**src/design/dlks_pkg.sv**
```systemverilog
package dlks_pkg;

    // Command codes
    localparam logic CMD_INSERT = 1'b0;
    localparam logic CMD_POP    = 1'b1;

    // Field widths
    localparam int LAYER_W  = 8;
    localparam int COORD_W  = 16;
    localparam int SPRITE_W = 20;
    localparam int TAG_W    = 16;
    localparam int FILL_W   = 7;
    localparam int KEY_W    = 1 + LAYER_W + 2 * COORD_W + SPRITE_W;

    // Result status codes
    typedef enum logic [1:0] {
        ST_OK    = 2'd0,
        ST_FULL  = 2'd1,
        ST_EMPTY = 2'd2
    } t_status;

    // One stored draw entry
    typedef struct packed {
        logic                       dummy;
        logic [LAYER_W-1:0]         layer;
        logic signed [COORD_W-1:0]  pos_y;
        logic signed [COORD_W-1:0]  pos_x;
        logic [SPRITE_W-1:0]        sprite;
        logic [TAG_W-1:0]           tag;
    } t_entry;

    typedef logic [KEY_W-1:0] t_key;

    // Shift controls broadcast to every cell
    typedef struct packed {
        logic ins;
        logic pop;
    } t_cmd;

    // Build the ordering key: dummies are all zero, others get a leading one,
    // and signed coordinates are biased so that an unsigned compare works.
    function automatic t_key make_key(input t_entry e);
        t_key k;
        if (e.dummy) begin
            k = '0;
        end else begin
            k = {1'b1, e.layer,
                 e.pos_y ^ {1'b1, {(COORD_W-1){1'b0}}},
                 e.pos_x ^ {1'b1, {(COORD_W-1){1'b0}}},
                 e.sprite};
        end
        return k;
    endfunction

endpackage

```
**src/design/dlks_cell.sv**
```systemverilog
module dlks_cell (
    input  logic              i_clk,
    input  logic              i_rst_n,
    input  dlks_pkg::t_cmd    i_cmd,
    input  dlks_pkg::t_entry  i_new_entry,
    input  dlks_pkg::t_key    i_new_key,
    input  dlks_pkg::t_entry  i_left_entry,
    input  logic              i_left_valid,
    input  logic              i_left_gt,
    input  dlks_pkg::t_entry  i_right_entry,
    input  logic              i_right_valid,
    output dlks_pkg::t_entry  o_entry,
    output logic              o_valid,
    output logic              o_gt
);

    dlks_pkg::t_entry r_entry, n_entry;
    logic             r_valid, n_valid;

    // Flag a cell whose entry sorts after the new one; empty cells count as after
    assign o_gt    = !r_valid || (dlks_pkg::make_key(r_entry) > i_new_key);
    assign o_entry = r_entry;
    assign o_valid = r_valid;

    // Choose the next contents: shift right on insert, shift left on pop
    always_comb begin
        n_entry = r_entry;
        n_valid = r_valid;
        if (i_cmd.ins) begin
            n_valid = r_valid | i_left_valid;
            if (i_left_gt) begin
                n_entry = i_left_entry;
            end else if (o_gt) begin
                n_entry = i_new_entry;
            end
        end else if (i_cmd.pop) begin
            n_entry = i_right_entry;
            n_valid = i_right_valid;
        end
    end

    always_ff @(posedge i_clk) begin
        if (!i_rst_n) begin
            r_valid <= 1'b0;
        end else begin
            r_valid <= n_valid;
        end
    end

    always_ff @(posedge i_clk) begin
        r_entry <= n_entry;
    end

endmodule

```
**config.mk**
```make
export PLATFORM = sky130hd
export DESIGN_NAME = dlks_cell
export DESIGN_NICKNAME = d
export VERILOG_FILES = /design/src/design/dlks_pkg.sv /design/src/design/dlks_cell.sv
export SDC_FILE = /design/constraint.sdc
export NUM_CORES = 1
export LEC_CHECK = 0
export BUFFER_PORTS_ARGS = -buffer_cell sky130_fd_sc_hd__buf_2
export CORE_AREA = 2 2 145 147
export DETAILED_ROUTE_END_ITERATION = 8
export DIE_AREA = 0 0 147 149
export SLEW_MARGIN = 20
export SYNTH_ARGS = -nofsm -noshare
export SYNTH_HDL_FRONTEND = slang
export SYNTH_SLANG_ARGS = --single-unit
```
**constraint.sdc**
```tcl
create_clock -name i_clk -period 19.2 [get_ports i_clk]
set_input_delay 3.84 -clock i_clk [delete_from_list [all_inputs] [get_ports i_clk]]
set_output_delay 3.84 -clock i_clk [all_outputs]
set_load 0.05 [all_outputs]
```
==> results.cfg <==
[grt]
globalRoute.totalOverflow = 0
use_met3_pct = 3.09
met1_usage_pct = 20.6
antenna_found_initial = 0
grt_pass1_vias = 5438
grt_pass1_wl_um = 27900
grt_use_total_pct = 16.6
busiest_layer = met2
gr-usage-met2_pct = 29.3
grt_max_degree = 85

[yosys]
synthTopCellsByArea = edfxtp_1 (39%), mux2i_1 (13%), ha_1 (13%)
synthCells = 627
async_flop_share_pct = 0
synthFlopType = edfxtp_1
synth_area_per_cell_sq_um = 9.41
ys_seq_area_share_pct = 39.5
yosys.area.top_type_share_pct = 39.2
netlist_area_sq_um = 5900
syn-num-nets = 987
ys_ff_latch = 78
ys_warn_count = 0
synth_top_area_cell = edfxtp_1
synth-edff-count = 77
synth_cell_types = 35

[routing]
drc = 0
routedWlPerCell_um = 15.0
vias_per_cell = 4.47
final_antenna_net_count = 0
vias = 5662
drt-pass1-iter-count = 6
routed_wl_um = 19000
drt_iter0_drc = 136

[placement]
dp.final_hpwl_um = 15800
gp_congestion = 0.792
dpl_cell_area_sq_um = 8060
port_buffers = 377

[pwr]
p_per_area_nw_per_um2 = 68.7
totalPowerFinal_uw = 573
p_leak_uw = 0.00436
ir_worst_vdd_mv = 0.0379

[min_path]
min_from = o_valid
worstHoldEndpoint = o_valid
holdPathStages = 1
hold_path.class = reg -> reg

[sta]
max_freq_mhz = 101
period_minus_slack_ns = 9.92
slew_viol_final = 0
hold_viol = 0
worst_pin_slew_ns = 1.07
fin_crit_sh_pct = 51.6
tns_ns = 0
grt_setup_unrepaired = false
slew-limit-headroom_pct = 28.3
finClkSkew_ns = 0.00982
finalSetupViolCount = 0

[critical_path]
worstSetupPathType = in -> out
start_kind = input port
required_ns = 15.36
crit_chain = buf_2, inv_1, ha_1, nand4_1, or4_1, nand3b_4, nor2_1, nor4_1, o21a_1, o21ai_1, buf_2
cp.arrival_ns = 6.08
cp_max_fo = 3
crit_path_max_incr_delay_ns = 0.59
r2r-start = o_entry[76]
cp-end-kind = primary output
reg2reg_setup_slack_ns = 15.21
rr_endpoint = o_entry[26]
cp_slowest_cell = or4_1
crit_top_cell = buf_2
reg2reg_depth = 10

[layout]
layout_commonest_cell = buf_2
antenna_cells = 0
drive_gt1_share_pct = 40.5
synthToLayoutAreaGrowth_pct = 41.3
layout_common_cells = buf_2 (375), a21oi_1 (102), nor2_1 (86)
nets = 1348
postLayoutCellArea_sq_um = 8340

[clock_tree]
cts_tree = yes
clkTransAtPathRegs_ns = 0.06
cts_resized = 0
cts.sinks = 78
clockRootBuffer = clkbuf_16
numCtsBuffers = 9
ctsHoldBuffers = 0
cts_buffer_depth = 2
insertion_delay_ns = 0.34
cts_max_level = 3
cts_setup_buffers = 0

[die]
rows = 53
die_x_um = 147
floorplan.initialDensity_pct = 28.7
die_h_um = 149
die_area_sq_um = 21900
core_area_sq_um = 20600
ios = 378

[outcome]
status = finished clean

[flow_run]
cap_violations = 0
[worst max-delay path by stage]
| stage | slack [ns] | startpoint | endpoint |
|---|---|---|---|
| after detailed placement | 9.25 | i_new_key[28] | o_gt |
| after global routing | 9.17 | i_new_key[28] | o_gt |
| after global placement | 9.29 | i_new_key[28] | o_gt |
| after CTS | 9.25 | i_new_key[28] | o_gt |
| after floorplan | 9.07 | i_new_key[60] | o_entry[0] |
| final | 9.28 | i_new_key[28] | o_gt |
[layer usage]
layer	part of all wire [%]	wire [um]
met1	43	8090
met2	50	9510
met3	5.7	1090
met4	1.6	305
met5	0	0
[cells in the mapped netlist (2+ instances only)]
cell type,number
a21oi_1,102
nand4_1,9
o21a_1,2
buf_2,3
and4_1,2
mux2i_1,77
edfxtp_1,77
nor2b_1,57
nor4_4,2
clkbuf_1,27
a221oi_1,4
nand2_1,17
o21ai_1,2
nand3_1,5
o21ai_0,7
a21o_1,4
nor2_1,86
inv_1,65
nand3b_4,2
ha_1,61
or4_1,2
[power by group]
part / internal [uW] / total [uW] / switching [uW]
Combinational: 69.2 / 198 / 129
Clock: 87.5 / 158 / 70.9
Sequential: 209 / 217 / 7.77
Total: 366 / 573 / 207
[cells by family after synthesis]
kind of cell | synth area share (%)
fa+ha+maj | 12.9
simple gates | 16.4
buf+inv | 6.30
flops | 39.5
mux | 13.1
compound gates | 11.8
[stage by stage]
| step | worst slack [ns] | utilization (%) | std cells | hold WS, ns |
|---|---|---|---|---|
| after floorplan | 9.07 | - | 627 | 0.829 |
| after global placement | 9.29 | 39.2 | 1252 | 0.651 |
| after detailed placement | 9.25 | 39.2 | 1252 | 0.655 |
| after CTS | 9.25 | 40.5 | 1268 | 0.662 |
| after global routing | 9.17 | 40.5 | 1268 | 0.691 |
| final | 9.28 | 40.5 | 1268 | 0.657 |
[layout make-up]
class	instances	area (sq um)
clock buffer	9	225
fill	2122	12200
sequential	78	2330
inverter	65	244
tap	275	344
multi-input combinational	452	3210
timing repair buffer	382	1930
clock inverter	7	48.8
[flip-flops by register name (all words and copies together), names as in the netlist]
signal / cells
o_valid: 1
o_entry: 77
[critical path: cells and delay by family]
| kind | cells | cell delay, ns |
|---|---|---|
| and+or+nand+nor | 5 | 1.16 |
| buffers and inverters | 3 | 0.40 |
| adders and majority gates | 1 | 0.30 |
| AOI/OAI and AO/OA | 2 | 0.36 |
Power figures use the tool's default switching activity.
